===== config.mk =====
export PLATFORM = sky130hd
export DESIGN_NAME = decimal_string_parser_top_flat
export DESIGN_NICKNAME = d
export VERILOG_FILES = /design/src/hw/rtl/dsp_pkg.sv /design/src/hw/rtl/dsp_if.sv /design/src/hw/rtl/dsp_in_reg.sv /design/src/hw/rtl/dsp_parse.sv /design/src/hw/rtl/decimal_string_parser_top.sv /design/src/flat_wrapper.sv
export SDC_FILE = /design/constraint.sdc
export NUM_CORES = 1
export LEC_CHECK = 0
export BUFFER_PORTS_ARGS = -buffer_cell sky130_fd_sc_hd__buf_2
export CELL_PAD_IN_SITES_DETAIL_PLACEMENT = 1
export CELL_PAD_IN_SITES_GLOBAL_PLACEMENT = 1
export CORE_ASPECT_RATIO = 1.5
export CORE_MARGIN = 8
export CORE_UTILIZATION = 53
export CTS_CLUSTER_SIZE = 24
export DETAILED_ROUTE_END_ITERATION = 6
export PLACE_DENSITY = 0.95
export SYNTH_ARGS = -nofsm -noshare
export SYNTH_HDL_FRONTEND = slang
export SYNTH_HIERARCHICAL = 1
export SYNTH_SLANG_ARGS = --single-unit
export TNS_END_PERCENT = 1

===== constraint.sdc =====
create_clock -name clk -period 14.5 [get_ports clk]
set_input_delay 1.45 -clock clk [delete_from_list [all_inputs] [get_ports clk]]
set_output_delay 1.45 -clock clk [all_outputs]
set_load 0.02 [all_outputs]

===== src/hw/rtl/dsp_pkg.sv =====
// Shared types and constants of the decimal string parser.
`default_nettype none

package dsp_pkg;

    localparam int unsigned DSP_MAX_SCALE = 38;

    localparam int unsigned CH_W      = 8;
    localparam int unsigned STATUS_W  = 3;
    localparam int unsigned MAG_HI_W  = 63;
    localparam int unsigned MAG_LO_W  = 64;
    localparam int unsigned MAG_W     = MAG_HI_W + MAG_LO_W;
    localparam int unsigned FRAC_W    = 6;
    localparam int unsigned EXP_W     = 32;

    localparam logic [CH_W-1:0] CH_MINUS = 8'h2d;
    localparam logic [CH_W-1:0] CH_PLUS  = 8'h2b;
    localparam logic [CH_W-1:0] CH_DOT   = 8'h2e;
    localparam logic [CH_W-1:0] CH_EXP_L = 8'h65;
    localparam logic [CH_W-1:0] CH_EXP_U = 8'h45;
    localparam logic [CH_W-1:0] CH_ZERO  = 8'h30;
    localparam logic [CH_W-1:0] CH_NINE  = 8'h39;

    localparam logic [STATUS_W-1:0] ST_OK        = 3'd0;
    localparam logic [STATUS_W-1:0] ST_NO_DIGITS = 3'd1;
    localparam logic [STATUS_W-1:0] ST_EXP_SIGN  = 3'd2;
    localparam logic [STATUS_W-1:0] ST_EXP_CHAR  = 3'd3;
    localparam logic [STATUS_W-1:0] ST_TRAILING  = 3'd4;
    localparam logic [STATUS_W-1:0] ST_TOO_LARGE = 3'd5;
    localparam logic [STATUS_W-1:0] ST_EXP_RANGE = 3'd6;

    typedef struct packed {
        logic [CH_W-1:0] ch;
        logic            last;
    } dsp_item_t;

endpackage

`default_nettype wire


===== src/hw/rtl/dsp_if.sv =====
// Character and result channel interfaces.
`default_nettype none

interface dsp_char_if
    import dsp_pkg::*;
();
    logic            valid;
    logic            ready;
    logic [CH_W-1:0] ch;
    logic            last;

    modport source (output valid, output ch, output last, input ready);
    modport sink   (input valid, input ch, input last, output ready);
endinterface

interface dsp_res_if
    import dsp_pkg::*;
();
    logic                       valid;
    logic                       ready;
    logic [STATUS_W-1:0]        status;
    logic                       negative;
    logic [MAG_HI_W-1:0]        magnitude_high;
    logic [MAG_LO_W-1:0]        magnitude_low;
    logic [FRAC_W-1:0]          fraction_count;
    logic signed [EXP_W-1:0]    exponent_value;

    modport source (output valid, output status, output negative, output magnitude_high,
                    output magnitude_low, output fraction_count, output exponent_value,
                    input ready);
    modport sink   (input valid, input status, input negative, input magnitude_high,
                    input magnitude_low, input fraction_count, input exponent_value,
                    output ready);
endinterface

`default_nettype wire


===== src/hw/rtl/dsp_in_reg.sv =====
// Input register for the character channel.
`default_nettype none

module dsp_in_reg
    import dsp_pkg::*;
(
    input  wire logic   clk,
    input  wire logic   rst_n,
    dsp_char_if.sink    chars,
    output logic        item_valid,
    output dsp_item_t   item,
    input  wire logic   item_take
);

    logic      valid_reg;
    logic      valid_next;
    dsp_item_t item_reg;
    logic      load;

    assign chars.ready = !valid_reg || item_take;
    assign load        = chars.valid && chars.ready;

    always_comb
    begin
        valid_next = valid_reg;
        if (load)
        begin
            valid_next = 1'b1;
        end
        else if (item_take)
        begin
            valid_next = 1'b0;
        end
    end

    always_ff @(posedge clk or negedge rst_n)
    begin
        if (!rst_n)
        begin
            valid_reg <= 1'b0;
        end
        else
        begin
            valid_reg <= valid_next;
        end
    end

    always_ff @(posedge clk)
    begin
        if (load)
        begin
            item_reg.ch   <= chars.ch;
            item_reg.last <= chars.last;
        end
    end

    assign item_valid = valid_reg;
    assign item       = item_reg;

endmodule

`default_nettype wire


===== src/hw/rtl/dsp_parse.sv =====
// Parser state, per-character update and result register.
`default_nettype none

module dsp_parse
    import dsp_pkg::*;
#(
    parameter int unsigned MAX_SCALE = DSP_MAX_SCALE
)
(
    input  wire logic       clk,
    input  wire logic       rst_n,
    input  wire logic       item_valid,
    input  wire dsp_item_t  item,
    output logic            item_take,
    dsp_res_if.source       results
);

    localparam logic [2:0] PH_START = 3'd0;
    localparam logic [2:0] PH_WHOLE = 3'd1;
    localparam logic [2:0] PH_FRAC  = 3'd2;
    localparam logic [2:0] PH_EXPS  = 3'd3;
    localparam logic [2:0] PH_EXPD  = 3'd4;
    localparam logic [2:0] PH_ERR   = 3'd5;

    localparam int unsigned XACC_W = 33;
    localparam logic [XACC_W-1:0] EXP_SAT     = 33'h1_0000_0000;
    localparam logic [XACC_W-1:0] EXP_NEG_MAX = 33'h0_8000_0000;
    localparam logic [XACC_W-1:0] EXP_POS_MAX = 33'h0_7fff_ffff;
    localparam logic [FRAC_W-1:0] SCALE_MAX   = FRAC_W'(MAX_SCALE);

    // Parser state
    logic [2:0]          phase_reg, phase_next;
    logic                neg_reg, neg_next;
    logic [MAG_W-1:0]    mag_reg, mag_next;
    logic                ovf_reg, ovf_next;
    logic                whole_reg, whole_next;
    logic [FRAC_W-1:0]   frac_reg, frac_next;
    logic [XACC_W-1:0]   xacc_reg, xacc_next;
    logic                xsign_reg, xsign_next;
    logic                xneg_reg, xneg_next;
    logic                xdig_reg, xdig_next;
    logic [STATUS_W-1:0] err_reg, err_next;

    // Result register
    logic                    rvalid_reg, rvalid_next;
    logic [STATUS_W-1:0]     rstatus_reg, rstatus_next;
    logic                    rneg_reg, rneg_next;
    logic [MAG_W-1:0]        rmag_reg, rmag_next;
    logic [FRAC_W-1:0]       rfrac_reg, rfrac_next;
    logic signed [EXP_W-1:0] rexp_reg, rexp_next;

    logic             advance;
    logic             is_digit;
    logic [3:0]       digit;
    logic [MAG_W+3:0] mag_x10;
    logic             mag_ovf;
    logic [XACC_W+3:0] xacc_x10;
    logic [XACC_W-1:0] xacc_dig;

    assign item_take = item_valid && (!item.last || !rvalid_reg || results.ready);
    assign advance   = item_take;

    assign is_digit = (item.ch >= CH_ZERO) && (item.ch <= CH_NINE);
    assign digit    = 4'(item.ch - CH_ZERO);

    // Times ten plus digit, with overflow past 2^127-1
    assign mag_x10 = {1'b0, mag_reg, 3'b000} + {3'b000, mag_reg, 1'b0}
                   + {(MAG_W)'(0), digit};
    assign mag_ovf = (mag_x10[MAG_W+3:MAG_W] != 4'd0);

    assign xacc_x10 = {1'b0, xacc_reg, 3'b000} + {3'b000, xacc_reg, 1'b0}
                    + {(XACC_W)'(0), digit};
    assign xacc_dig = (xacc_x10 > {4'd0, EXP_SAT}) ? EXP_SAT : xacc_x10[XACC_W-1:0];

    always_comb
    begin
        logic                    skip;
        logic [2:0]              ph;
        logic [STATUS_W-1:0]     st;
        logic signed [EXP_W-1:0] expo;

        phase_next = phase_reg;
        neg_next   = neg_reg;
        mag_next   = mag_reg;
        ovf_next   = ovf_reg;
        whole_next = whole_reg;
        frac_next  = frac_reg;
        xacc_next  = xacc_reg;
        xsign_next = xsign_reg;
        xneg_next  = xneg_reg;
        xdig_next  = xdig_reg;
        err_next   = err_reg;
        skip       = 1'b0;
        ph         = phase_reg;
        st         = ST_OK;
        expo       = '0;

        if (ph == PH_START)
        begin
            ph = PH_WHOLE;
            if (item.ch == CH_MINUS)
            begin
                neg_next = 1'b1;
                skip     = 1'b1;
            end
            else if (item.ch == CH_PLUS)
            begin
                skip = 1'b1;
            end
        end
        phase_next = ph;

        if (!skip)
        begin
            case (ph)
                PH_WHOLE, PH_FRAC:
                begin
                    if (is_digit)
                    begin
                        if (!ovf_reg)
                        begin
                            if (mag_ovf)
                            begin
                                ovf_next = 1'b1;
                            end
                            else
                            begin
                                mag_next = mag_x10[MAG_W-1:0];
                            end
                        end
                        if (ph == PH_WHOLE)
                        begin
                            whole_next = 1'b1;
                        end
                        else
                        begin
                            if (frac_reg <= SCALE_MAX)
                            begin
                                frac_next = frac_reg + FRAC_W'(1);
                            end
                            if (frac_next > SCALE_MAX)
                            begin
                                ovf_next = 1'b1;
                            end
                        end
                    end
                    else if (ph == PH_WHOLE && item.ch == CH_DOT)
                    begin
                        phase_next = PH_FRAC;
                    end
                    else if (!whole_reg && frac_reg == '0)
                    begin
                        err_next   = ST_NO_DIGITS;
                        phase_next = PH_ERR;
                    end
                    else if (item.ch == CH_EXP_L || item.ch == CH_EXP_U)
                    begin
                        phase_next = PH_EXPS;
                    end
                    else
                    begin
                        err_next   = ST_TRAILING;
                        phase_next = PH_ERR;
                    end
                end
                PH_EXPS:
                begin
                    phase_next = PH_EXPD;
                    if (item.ch == CH_PLUS)
                    begin
                        xsign_next = 1'b1;
                    end
                    else if (item.ch == CH_MINUS)
                    begin
                        xsign_next = 1'b1;
                        xneg_next  = 1'b1;
                    end
                    else if (is_digit)
                    begin
                        xacc_next = xacc_dig;
                        xdig_next = 1'b1;
                    end
                    else
                    begin
                        err_next   = ST_EXP_CHAR;
                        phase_next = PH_ERR;
                    end
                end
                PH_EXPD:
                begin
                    if (is_digit)
                    begin
                        xacc_next = xacc_dig;
                        xdig_next = 1'b1;
                    end
                    else
                    begin
                        err_next   = ST_EXP_CHAR;
                        phase_next = PH_ERR;
                    end
                end
                default:
                begin
                end
            endcase
        end

        // Final status from the updated state
        case (phase_next)
            PH_ERR:
            begin
                st = err_next;
            end
            PH_WHOLE, PH_FRAC:
            begin
                if (!whole_next && frac_next == '0)
                begin
                    st = ST_NO_DIGITS;
                end
            end
            PH_EXPS:
            begin
                st = ST_EXP_RANGE;
            end
            PH_EXPD:
            begin
                if (!xdig_next)
                begin
                    st = ST_EXP_SIGN;
                end
                else if (xneg_next)
                begin
                    if (xacc_next > EXP_NEG_MAX)
                    begin
                        st = ST_EXP_RANGE;
                    end
                    else
                    begin
                        expo = EXP_W'(~xacc_next + XACC_W'(1));
                    end
                end
                else
                begin
                    if (xacc_next > EXP_POS_MAX)
                    begin
                        st = ST_EXP_RANGE;
                    end
                    else
                    begin
                        expo = xacc_next[EXP_W-1:0];
                    end
                end
            end
            default:
            begin
            end
        endcase
        if (st == ST_OK && ovf_next)
        begin
            st = ST_TOO_LARGE;
        end

        rstatus_next = st;
        rneg_next    = neg_next;
        rmag_next    = (st == ST_OK) ? mag_next : '0;
        rfrac_next   = (st == ST_OK) ? frac_next : '0;
        rexp_next    = (st == ST_OK) ? expo : '0;

        // Drop all state after the last character of a text
        if (item.last)
        begin
            phase_next = PH_START;
            neg_next   = 1'b0;
            mag_next   = '0;
            ovf_next   = 1'b0;
            whole_next = 1'b0;
            frac_next  = '0;
            xacc_next  = '0;
            xsign_next = 1'b0;
            xneg_next  = 1'b0;
            xdig_next  = 1'b0;
            err_next   = ST_OK;
        end
    end

    always_comb
    begin
        rvalid_next = rvalid_reg;
        if (advance && item.last)
        begin
            rvalid_next = 1'b1;
        end
        else if (results.ready)
        begin
            rvalid_next = 1'b0;
        end
    end

    always_ff @(posedge clk or negedge rst_n)
    begin
        if (!rst_n)
        begin
            phase_reg  <= PH_START;
            neg_reg    <= 1'b0;
            mag_reg    <= '0;
            ovf_reg    <= 1'b0;
            whole_reg  <= 1'b0;
            frac_reg   <= '0;
            xacc_reg   <= '0;
            xsign_reg  <= 1'b0;
            xneg_reg   <= 1'b0;
            xdig_reg   <= 1'b0;
            err_reg    <= ST_OK;
            rvalid_reg <= 1'b0;
        end
        else
        begin
            rvalid_reg <= rvalid_next;
            if (advance)
            begin
                phase_reg <= phase_next;
                neg_reg   <= neg_next;
                mag_reg   <= mag_next;
                ovf_reg   <= ovf_next;
                whole_reg <= whole_next;
                frac_reg  <= frac_next;
                xacc_reg  <= xacc_next;
                xsign_reg <= xsign_next;
                xneg_reg  <= xneg_next;
                xdig_reg  <= xdig_next;
                err_reg   <= err_next;
            end
        end
    end

    always_ff @(posedge clk)
    begin
        if (advance && item.last)
        begin
            rstatus_reg <= rstatus_next;
            rneg_reg    <= rneg_next;
            rmag_reg    <= rmag_next;
            rfrac_reg   <= rfrac_next;
            rexp_reg    <= rexp_next;
        end
    end

    assign results.valid          = rvalid_reg;
    assign results.status         = rstatus_reg;
    assign results.negative       = rneg_reg;
    assign results.magnitude_high = rmag_reg[MAG_W-1:MAG_LO_W];
    assign results.magnitude_low  = rmag_reg[MAG_LO_W-1:0];
    assign results.fraction_count = rfrac_reg;
    assign results.exponent_value = rexp_reg;

    a_err_zero: assert property (@(posedge clk) disable iff (!rst_n)
        (rvalid_reg && rstatus_reg != ST_OK) |->
            (rmag_reg == '0 && rfrac_reg == '0 && rexp_reg == '0))
        else $error("error result carries nonzero fields");

    a_scale_bound: assert property (@(posedge clk) disable iff (!rst_n)
        (rvalid_reg && rstatus_reg == ST_OK) |-> (rfrac_reg <= SCALE_MAX))
        else $error("ok result exceeds scale limit");

    a_restart: assert property (@(posedge clk) disable iff (!rst_n)
        (advance && item.last) |=> (phase_reg == PH_START && !ovf_reg && err_reg == ST_OK))
        else $error("state not cleared after last character");

    a_err_code: assert property (@(posedge clk) disable iff (!rst_n)
        (phase_reg == PH_ERR) |-> (err_reg == ST_NO_DIGITS || err_reg == ST_EXP_CHAR ||
                                   err_reg == ST_TRAILING))
        else $error("error phase without a text error code");

    a_no_overwrite: assert property (@(posedge clk) disable iff (!rst_n)
        (rvalid_reg && !results.ready) |=> (rvalid_reg && $stable(rstatus_reg)))
        else $error("pending result overwritten");

endmodule

`default_nettype wire


===== src/hw/rtl/decimal_string_parser_top.sv =====
// Top level of the decimal string parser.
`default_nettype none

// Parses a decimal text (optional sign, whole digits, optional dot and
// fraction digits, optional exponent) arriving one ASCII character per item
// on chars, with last set on the final character. One result item per text
// comes out on results: status, sign, a 127-bit magnitude holding all digits
// including the fraction, the fraction digit count and a signed 32-bit
// exponent. The block takes one character every cycle; each character passes
// an input register and then one times-ten update of the 127-bit magnitude,
// and the result is registered when the parser takes its last character. A
// result that is not taken holds the next last character in the parser,
// while characters with last clear keep flowing.
module decimal_string_parser_top
    import dsp_pkg::*;
#(
    parameter int unsigned MAX_SCALE = DSP_MAX_SCALE
)
(
    input  wire logic   clk,
    input  wire logic   rst_n,
    dsp_char_if.sink    chars,
    dsp_res_if.source   results
);

    logic      item_valid;
    dsp_item_t item;
    logic      item_take;

    dsp_in_reg u_in_reg (
        .clk        (clk),
        .rst_n      (rst_n),
        .chars      (chars),
        .item_valid (item_valid),
        .item       (item),
        .item_take  (item_take)
    );

    dsp_parse #(
        .MAX_SCALE (MAX_SCALE)
    ) u_parse (
        .clk        (clk),
        .rst_n      (rst_n),
        .item_valid (item_valid),
        .item       (item),
        .item_take  (item_take),
        .results    (results)
    );

endmodule

`default_nettype wire

===== src/flat_wrapper.sv =====
// flat-port wrapper written by rule: the top's interface ports become plain ports
module decimal_string_parser_top_flat import dsp_pkg::*;
#(
    parameter int unsigned MAX_SCALE = DSP_MAX_SCALE
)
  (clk, rst_n, chars_valid, chars_ch, chars_last, chars_ready, results_valid, results_status, results_negative, results_magnitude_high, results_magnitude_low, results_fraction_count, results_exponent_value, results_ready);
  dsp_char_if chars_i ();
  dsp_res_if results_i ();
  input  wire logic clk;
  input  wire logic rst_n;
  input wire logic [$bits(chars_i.valid)-1:0] chars_valid;
  input wire logic [$bits(chars_i.ch)-1:0] chars_ch;
  input wire logic [$bits(chars_i.last)-1:0] chars_last;
  output wire logic [$bits(chars_i.ready)-1:0] chars_ready;
  output wire logic [$bits(results_i.valid)-1:0] results_valid;
  output wire logic [$bits(results_i.status)-1:0] results_status;
  output wire logic [$bits(results_i.negative)-1:0] results_negative;
  output wire logic [$bits(results_i.magnitude_high)-1:0] results_magnitude_high;
  output wire logic [$bits(results_i.magnitude_low)-1:0] results_magnitude_low;
  output wire logic [$bits(results_i.fraction_count)-1:0] results_fraction_count;
  output wire logic [$bits(results_i.exponent_value)-1:0] results_exponent_value;
  input wire logic [$bits(results_i.ready)-1:0] results_ready;
  assign chars_i.valid = chars_valid;
  assign chars_i.ch = chars_ch;
  assign chars_i.last = chars_last;
  assign chars_ready = chars_i.ready;
  assign results_valid = results_i.valid;
  assign results_status = results_i.status;
  assign results_negative = results_i.negative;
  assign results_magnitude_high = results_i.magnitude_high;
  assign results_magnitude_low = results_i.magnitude_low;
  assign results_fraction_count = results_i.fraction_count;
  assign results_exponent_value = results_i.exponent_value;
  assign results_i.ready = results_ready;
  decimal_string_parser_top #(.MAX_SCALE(MAX_SCALE)) u_core (.clk(clk), .rst_n(rst_n), .chars(chars_i), .results(results_i));
endmodule

Word level (Yosys, flattened, before mapping). Index checks and enable logic that the tools add are counted.

Flip-flop bits (word level): 357. Logic and storage cells: 165.

Bitwise gates (word level): 1. Order comparisons: 7. Equality and inequality tests: 14. Mux-type cells: 89. Reduce and logical (&&, ||, !) cells: 28. Add/sub/neg operators: 7.

Operators by type and width (count): 127-bit 2-to-1 mux (6); 33-bit 2-to-1 mux (6); 130-bit by 128-bit adder with 131-bit output (1); 131-bit by 4-bit adder with 131-bit output (1); 32-bit 2-to-1 mux (3); 3-bit 2-to-1 mux (22); 33-bit case mux with 2 select lines (1); 6-bit 2-to-1 mux (10); 36-bit by 34-bit adder with 37-bit output (1); 37-bit by 4-bit adder with 37-bit output (1); 37-bit by 33-bit greater-than comparator with 1-bit output, second input constant (1); 1-bit 2-to-1 mux (37); 33-bit by 31-bit greater-than comparator with 1-bit output, second input constant (1); 33-bit by 32-bit greater-than comparator with 1-bit output, second input constant (1); 32-bit by 1-bit adder with 32-bit output, second input constant (1); 32-bit NOT (1); 8-bit by 6-bit == test with 1-bit output, second input constant (3); 3-bit case mux with 3 select lines (2); 8-bit by 7-bit == test with 1-bit output, second input constant (2); 3-bit by 2-bit == test with 1-bit output, second input constant (4); 6-bit zero test (2); 3-bit case mux with 4 select lines (1); 3-bit == test, second input constant (3); 3-bit zero test (3); other kinds (15) (32).

Longest topological paths before layout. Gate-level depths: netlist (run 1).

Depth in word-level cells: 20. Gate-level depth with buffers: 27. Depth with buffers taken out: 23.

Cells and area by module. Netlist (run 1), hierarchy kept.

By module, submodules not included: dsp_parse (area each 29468.3 um^2, sequential area each 9529.1 um^2, cells an instance 3197, instances 1); dsp_in_reg (area each 324.1 um^2, sequential area each 295.3 um^2, cells an instance 13, instances 1).

Worst setup path after synthesis (run 1). Ideal clock, no wire load.

Path kind: register to register. Start point: reg u_core.u_in_reg.item_reg, in the netlist u_core/u_in_reg/item[4]. End point: reg u_core.u_parse.rmag_reg[100] (data pin). Library setup time: 0.278 ns. Setup slack: 8.760 ns. Stages on the path, launching flop included: 27. Buffers on the path: 3. Required time: 14.222 ns. Arrival time: 5.462 ns. Path through: edfxtp_1 -> inv_1 -> fa_1 -> inv_1 -> ha_1 -> a211oi_2 -> nor4_4 -> o311ai_2 -> and2_1 -> a211oi_1 -> or3_1 -> and4_1 -> buf_2 -> nand3_1 -> o21ai_0 -> ha_1 -> a32oi_1 -> nand2_1 -> a221oi_1 -> nand4_1 -> nand4b_1 -> nor4_1 -> a21oi_1 -> o31ai_4 -> buf_6 -> buf_6 -> nor3_2.

Longest elaborated chain between the ends: 18. Elaborated cells on any way between the ends: 91.

Ends and longest elaborated chain: from (decl) (line dsp_in_reg.sv:17) `dsp_item_t item_reg;`; 4-bit by 1-bit subtractor with 4-bit output (line dsp_parse.sv:64) `assign digit = 4'(item.ch - CH_ZERO);`; 37-bit by 4-bit adder with 37-bit output (line dsp_parse.sv:72) `+ {(XACC_W)'(0), digit};`; 37-bit by 33-bit greater-than comparator with 1-bit output (line dsp_parse.sv:73) `assign xacc_dig = (xacc_x10 > {4'd0, EXP_SAT}) ? EXP_SAT : xacc_x10[XACC_W-1:0];`; 33-bit 2-to-1 mux (line dsp_parse.sv:73); 33-bit 2-to-1 mux (line dsp_parse.sv:178, dsp_parse.sv:191); 33-bit 2-to-1 mux (line dsp_parse.sv:173) `else if (item.ch == CH_MINUS)`; 33-bit 2-to-1 mux (line dsp_parse.sv:169) `if (item.ch == CH_PLUS)`; 33-bit case mux with 2 select lines (line dsp_parse.sv:115) `case (ph)`; [2 not listed]; 3-bit 2-to-1 mux (on tied branches) (line dsp_parse.sv:244, dsp_parse.sv:233); 3-bit 2-to-1 mux (line dsp_parse.sv:231) `else if (xneg_next)`; 3-bit 2-to-1 mux (line dsp_parse.sv:227) `if (!xdig_next)`; 3-bit case mux with 4 select lines (line dsp_parse.sv:209) `case (phase_next)`; 3-bit zero test (line dsp_parse.sv:258) `if (st == ST_OK && ovf_next)`; 1-bit logical AND (line dsp_parse.sv:258); 3-bit 2-to-1 mux (line dsp_parse.sv:258); 3-bit zero test (line dsp_parse.sv:265) `rmag_next = (st == ST_OK) ? mag_next : '0;`; to (signal assigned) (line dsp_parse.sv:342) `rmag_reg <= rmag_next;`; to (decl) (line dsp_parse.sv:48) `logic [MAG_W-1:0] rmag_reg, rmag_next;`.

Several ways; a longest one is shown, not always the timed one. A chain may end at the register's enable or synchronous reset.

Worst setup path in the final report (run 1).
Start point: reg u_core.u_in_reg.item_reg, in the netlist u_core/u_in_reg/item[3]. End point: reg u_core.u_parse.rmag_reg[124] (data pin).

Same word-level chain as after synthesis.

==> flow_summary.ini, run 1 <==
[synth]
yosysMostFrequentCell = ha_1
synth.area.top_cells = edfxtp_1 18%, dfrtp_1 15%, ha_1 14%
synth_edf_count = 178
yosysTopAreaCellShare = 0.179
yosys-top-cells-count = 323 x ha_1, 254 x nand2_1, 236 x a21oi_1
syn_avg_cell_area_um2 = 9.28
async_flop_share = 0.501
syn_nets = 3550
synth.distinct_cells = 94
synth_warnings = 6
ys_seq_area_frac = 0.330
netlist_area_mm2 = 0.0298
yosys.area.top_type = edfxtp_1
synth_ff_type = dfrtp_1
ys_ff_latch = 357
postSynthCellCount = 3210

[floorplanning]
die-area_mm2 = 0.0642
num_rows = 106
ioPinCount = 184
die_h_um = 306
fp.dieW_um = 210
coreArea_mm2 = 0.0557
initial_core_util = 0.535

[worst_setup_path]
worst-path-max-fanout = 88
reg2reg_setup_slack_ps = 5990
reg2reg_from = u_core/u_in_reg/item[3]
worstPathRequired_ps = 14780
endpoint = u_core/u_parse/rmag_reg[124]
endpoint_kind = register
crit_path_start = u_core/u_in_reg/item[3]
crit_path_start_kind = register
worstSetupPathType = register to register
ff2ff_path_depth = 21
r2r_end = u_core/u_parse/rmag_reg[124]
cp_data_arrival_time_ps = 8780

[hold_path]
min_path_cells = 2
hold_path_class = register to register

[global_route]
grt-ovfl-total = 0
antenna_found_initial = 3
grt_pass1_wl_mm = 182
grt_max_degree = 106
track_usage = 0.357
grt_pass1_vias = 31200

[clock_tree]
root_buffer = clkbuf_16
path_clk_slew_ps = 60
cts.sinks = 357
clkLatencyLatePin_ps = 590
cts_setup_buffers = 0
numCtsBuffers = 37
cts_tree = built
cts_buffer_depth = 3
cts-resized-gates = 0
ctsHtreeMaxLevel = 2
hold_buffers = 0

[detailed_routing]
met1_length_mm = 41.2
top_layer = met5
met2_wirelength_mm = 58.8
drtPass1Iterations = 5
detail_route.wl_per_cell_um = 29.4
vias_per_cell = 7.14
finalWirelength_mm = 118
drc = 0
vias = 28600
drtIter0Drc = 2332
dr_wl_met3_mm = 7.36
ant_nets = 0

[sta]
hold_viol_final = 0
rsz0062_at_grt = no
fmax_mhz = 118
slew_violations = 0
tightestPinTransition_ps = 1230
tns_ps = 0
period_share = 0.587
setup_violations = 0
clock_skew_ps = 32.3
slew_headroom = 0.175
min_period_ps = 8510

[power]
peakVddDrop_mv = 0.123
powerDensity_mw_per_mm2 = 79.9
p_leak_nw = 14.7

[cells_and_area]
final_cells = 4005
final_nets = 3613
final_cell_area_mm2 = 0.0323
drive_above_1_share = 0.115
area_growth_pct = 8.57

[flow_run]
cap_violations = 0

[placed_design]
place_hpwl_mm = 84.3
gp_congestion = 1.06
io_buffers = 183
dpl_cell_area_mm2 = 0.0310
placed_cells = 3936

[outcome]
status = finished clean
-- power by group --
group	leakage [nW]	total [W]	internal, W	switching [W]
registers	4.21	0.00113	0.00111	0.0000246
clock network	0.635	0.00105	0.000604	0.000451
logic	9.87	0.000397	0.0000879	0.000309
total	14.7	0.00259	0.00180	0.000785
-- worst min-delay path by stage --
stage                         startpoint                   endpoint  slack (ps)
6_report       u_core/u_parse/err_reg[1]  u_core/u_parse/err_reg[1]         510
5_1_grt        u_core/u_parse/err_reg[1]  u_core/u_parse/err_reg[1]         540
4_1_cts        u_core/u_parse/err_reg[1]  u_core/u_parse/err_reg[1]         500
3_5_place_dp   u_core/u_parse/err_reg[1]  u_core/u_parse/err_reg[1]         490
3_3_place_gp   u_core/u_parse/err_reg[1]  u_core/u_parse/err_reg[1]         470
2_1_floorplan  u_core/u_parse/err_reg[1]  u_core/u_parse/err_reg[1]         450
-- cells by family after synthesis --
family | Yosys count | share of synthesized area
compound gates | 1032 | 0.240
xor+xnor | 156 | 0.0461
fa+ha+maj | 327 | 0.138
buf+inv | 278 | 0.0391
flops | 357 | 0.330
mux | 131 | 0.0441
simple gates | 929 | 0.163
-- worst max-delay path, stage by stage, from the launching register on --
cell	delay [ps]
edfxtp_1	540
ha_1	370
ha_1	200
inv_1	70
fa_1	430
nor2b_1	220
o2111ai_1	210
and4b_1	300
nor2_2	370
o21ai_0	220
a2111oi_0	940
nor4b_1	330
nand3_1	220
a21oi_2	560
a32oi_1	350
nand2_1	270
o31ai_4	100
buf_4	310
o31ai_4	270
buf_4	860
buf_4	790
nor3_2	120
-- layout make-up --
type | count | area [µm²]
clock buffers | 52 | 1100
diodes | 1 | 2.50
well taps | 702 | 878
multi-input cells | 2575 | 18800
inverters | 85 | 324
clock inverters | 16 | 204
repair buffers | 217 | 1180
flip-flops and latches | 357 | 9820
fillers | 6284 | 23400
-- layer usage --
metal | vias to the layer above | track usage
li1 | 12400 | -
met1 | 14200 | 0.371
met2 | 1474 | 0.629
met5 | - | 0
met4 | 4 | 0.285
met3 | 583 | 0.0619
-- layout by cell type, fill, tap and decap left out, types with 93 or more instances in the layout --
| cell type | synthesis | final |
|---|---|---|
| a21o_1 | 112 | 112 |
| a21oi_1 | 236 | 235 |
| a22o_1 | 141 | 141 |
| buf_2 | 52 | 182 |
| dfrtp_1 | 179 | 179 |
| edfxtp_1 | 178 | 178 |
| ha_1 | 323 | 323 |
| mux2i_1 | 129 | 129 |
| nand2_1 | 254 | 253 |
| nor2_1 | 171 | 170 |
| nor3_1 | 136 | 136 |
| o21ai_0 | 174 | 174 |
| xnor2_1 | 93 | 93 |
-- metrics by stage --
step           total power (W)  hold slack (ps)  setup slack (ps)   util
2_1_floorplan          0.00140              451              8760      -
3_3_place_gp           0.00152              466              6730  0.557
3_5_place_dp           0.00153              486              6540  0.557
4_1_cts                0.00259              504              6420  0.581
5_1_grt                0.00264              542              5700  0.581
6_report               0.00259              509              5990  0.581
Power figures use the tool's default switching activity.
==> inputs of run 2 (changes only) <==
--- a/config.mk
+++ b/config.mk
@@ -10,10 +10,10 @@
 export CELL_PAD_IN_SITES_GLOBAL_PLACEMENT = 1
 export CORE_ASPECT_RATIO = 1.5
 export CORE_MARGIN = 8
-export CORE_UTILIZATION = 53
+export CORE_UTILIZATION = 49
 export CTS_CLUSTER_SIZE = 24
 export DETAILED_ROUTE_END_ITERATION = 6
-export PLACE_DENSITY = 0.95
+export PLACE_DENSITY = 0.94
 export SYNTH_ARGS = -nofsm -noshare
 export SYNTH_HDL_FRONTEND = slang
 export SYNTH_HIERARCHICAL = 1
==> constraint.sdc (replaced) <==
create_clock -name clk -period 8.62 [get_ports clk]
set_input_delay 0.862 -clock clk [delete_from_list [all_inputs] [get_ports clk]]
set_output_delay 0.862 -clock clk [all_outputs]
set_load 0.02 [all_outputs]
==> run 2 against run 1 <==
Against the previous run: die area increased by 7.6%; cell area up 0.50%; total power increased by 67%; critical endpoint is now u_core/u_parse/rmag_reg[29].
==> flow_summary.ini, run 2 (synthesis results as in run 1) <==
[outcome]
status = finished clean

[placed_design]
io_buffers = 183
place_hpwl_mm = 80.6
gp_congestion = 1.02

[worst_setup_path]
endpoint_kind = register
worstSetupPathType = register to register
worstPathRequired_ps = 8900
crit_path_start_kind = register
worst-path-max-fanout = 42
cp_data_arrival_time_ps = 8090

[clock_tree]
numCtsBuffers = 38
ctsHtreeMaxLevel = 2
cts-resized-gates = 0
path_clk_slew_ps = 60
cts.sinks = 357
cts_setup_buffers = 0
hold_buffers = 0
clkLatencyLatePin_ps = 610
cts_tree = built
root_buffer = clkbuf_16
cts_buffer_depth = 3

[floorplanning]
fp.dieW_um = 217
die-area_mm2 = 0.0691
coreArea_mm2 = 0.0601
initial_core_util = 0.495
die_h_um = 318
ioPinCount = 184
num_rows = 110

[power]
p_sw_w = 0.00131
combPwrFrac = 0.153
clkPwrFrac = 0.404
peakVddDrop_mv = 0.177
p_seq_frac = 0.444
powerDensity_mw_per_mm2 = 133
swShare = 0.305
p_leak_nw = 14.8
p_int_w = 0.00300

[cells_and_area]
final_nets = 3622
area_growth_pct = 9.11
drive_above_1_share = 0.116
layout_common_cells = 323 x ha_1, 254 x nand2_1, 235 x a21oi_1
layout_commonest_cell = ha_1

[detailed_routing]
detail_route.wl_per_cell_um = 26.6
drc = 0
ant_nets = 0
drtPass1Iterations = 5
vias = 27800
finalWirelength_mm = 109
drtIter0Drc = 2025
vias_per_cell = 6.79

[global_route]
grt-ovfl-total = 0
grt_pass1_wl_mm = 170
track_usage = 0.305
grt_pass1_vias = 29800
antenna_found_initial = 7
grt_max_degree = 127

[sta]
setup_violations = 0
period_share = 0.906
tightestPinTransition_ps = 1180
rsz0062_at_grt = no
min_period_ps = 7810
slew_violations = 0
tns_ps = 0
hold-worst-slack_ps = 315
slew_headroom = 0.200
fmax_mhz = 128
clock_skew_ps = 38.8
hold_viol_final = 0

[hold_path]
hold_path_class = primary input to async pin

[flow_run]
cap_violations = 0
[run 2: cell types whose count changed in the layout (fill, tap and decap cells not counted), moves of 2 or more]
| cell | previous run | this run |
|---|---|---|
| clkbuf_16 | 40 | 38 |
| buf_4 | 34 | 38 |
| clkinv_1 | 0 | 2 |
| clkinv_2 | 5 | 7 |
| buf_12 | 0 | 4 |
[run 2: stage by stage]
| step | utilization | instances | setup WS, ps | power, W | area, µm² |
|---|---|---|---|---|---|
| 6_report | 0.540 | 4096 | 813 | 0.00431 | 32500 |
| 5_1_grt | 0.540 | 4095 | 567 | 0.00442 | 32500 |
| 4_1_cts | 0.540 | 4095 | 1340 | 0.00432 | 32500 |
| 3_5_place_dp | 0.520 | 4026 | 1480 | 0.00259 | 31200 |
| 3_3_place_gp | 0.520 | 4026 | 1620 | 0.00257 | 31200 |
| 2_1_floorplan | - | 3210 | 2880 | 0.00236 | 29800 |
[run 2: path summary, 6_finish.rpt]
| path | cells past startpoint | slack, ps | from | end |
|---|---|---|---|---|
| worst max-delay path | 17 | 810 | u_core/u_in_reg/item[4] | u_core/u_parse/rmag_reg[29] |
| worst min-delay path | 1 | 310 | rst_n | u_core/u_parse/mag_reg[37] |
| worst max register to register | 17 | 810 | u_core/u_in_reg/item[4] | u_core/u_parse/rmag_reg[29] |
| worst min register to register | 2 | 510 | u_core/u_parse/err_reg[1] | u_core/u_parse/err_reg[1] |
| max in group asynchronous | 2 | 6930 | rst_n | u_core/u_parse/results.valid |
| min in group clk | 1 | 460 | chars_last | u_core/u_in_reg/item[0] |
[run 2: per-layer routing]
layer,vias up,part of all wire,GRT usage
met5,-,0.00038,0
met2,1130,0.50,0.541
met1,13800,0.36,0.321
li1,12400,-,-
met3,496,0.056,0.0537
met4,6,0.078,0.217
[run 2: power groups by stage]
stage / clock network [W] / registers [W] / logic, W
3_3_place_gp: 0 / 0.00194 / 0.000626
5_1_grt: 0.00181 / 0.00192 / 0.000694
4_1_cts: 0.00176 / 0.00191 / 0.000650
3_5_place_dp: 0 / 0.00194 / 0.000646
6_report: 0.00174 / 0.00191 / 0.000658
2_1_floorplan: 0 / 0.00200 / 0.000358
[run 2: area by class of cell]
cell class,instances,area (µm²)
fillers,6890,27600
diodes,1,2.50
repair buffers,225,1290
flip-flops and latches,357,9820
inverters,85,324
clock buffers,48,1020
well taps,784,981
clock inverters,21,238
multi-input cells,2575,18800
[run 2: critical path: stages, from the launching register on]
cell and delay [ps]:
edfxtp_1 480, fa_1 500, ha_1 350, nor2b_1 180
o2111ai_1 230, a21boi_0 250, a211oi_1 770, o21ai_1 340
a41oi_1 590, o22ai_1 360, a21o_1 280, a2111oi_0 330
or2_2 170, and3_1 220, o2111a_4 760, buf_4 750
mux2i_1 210, nor3_1 690
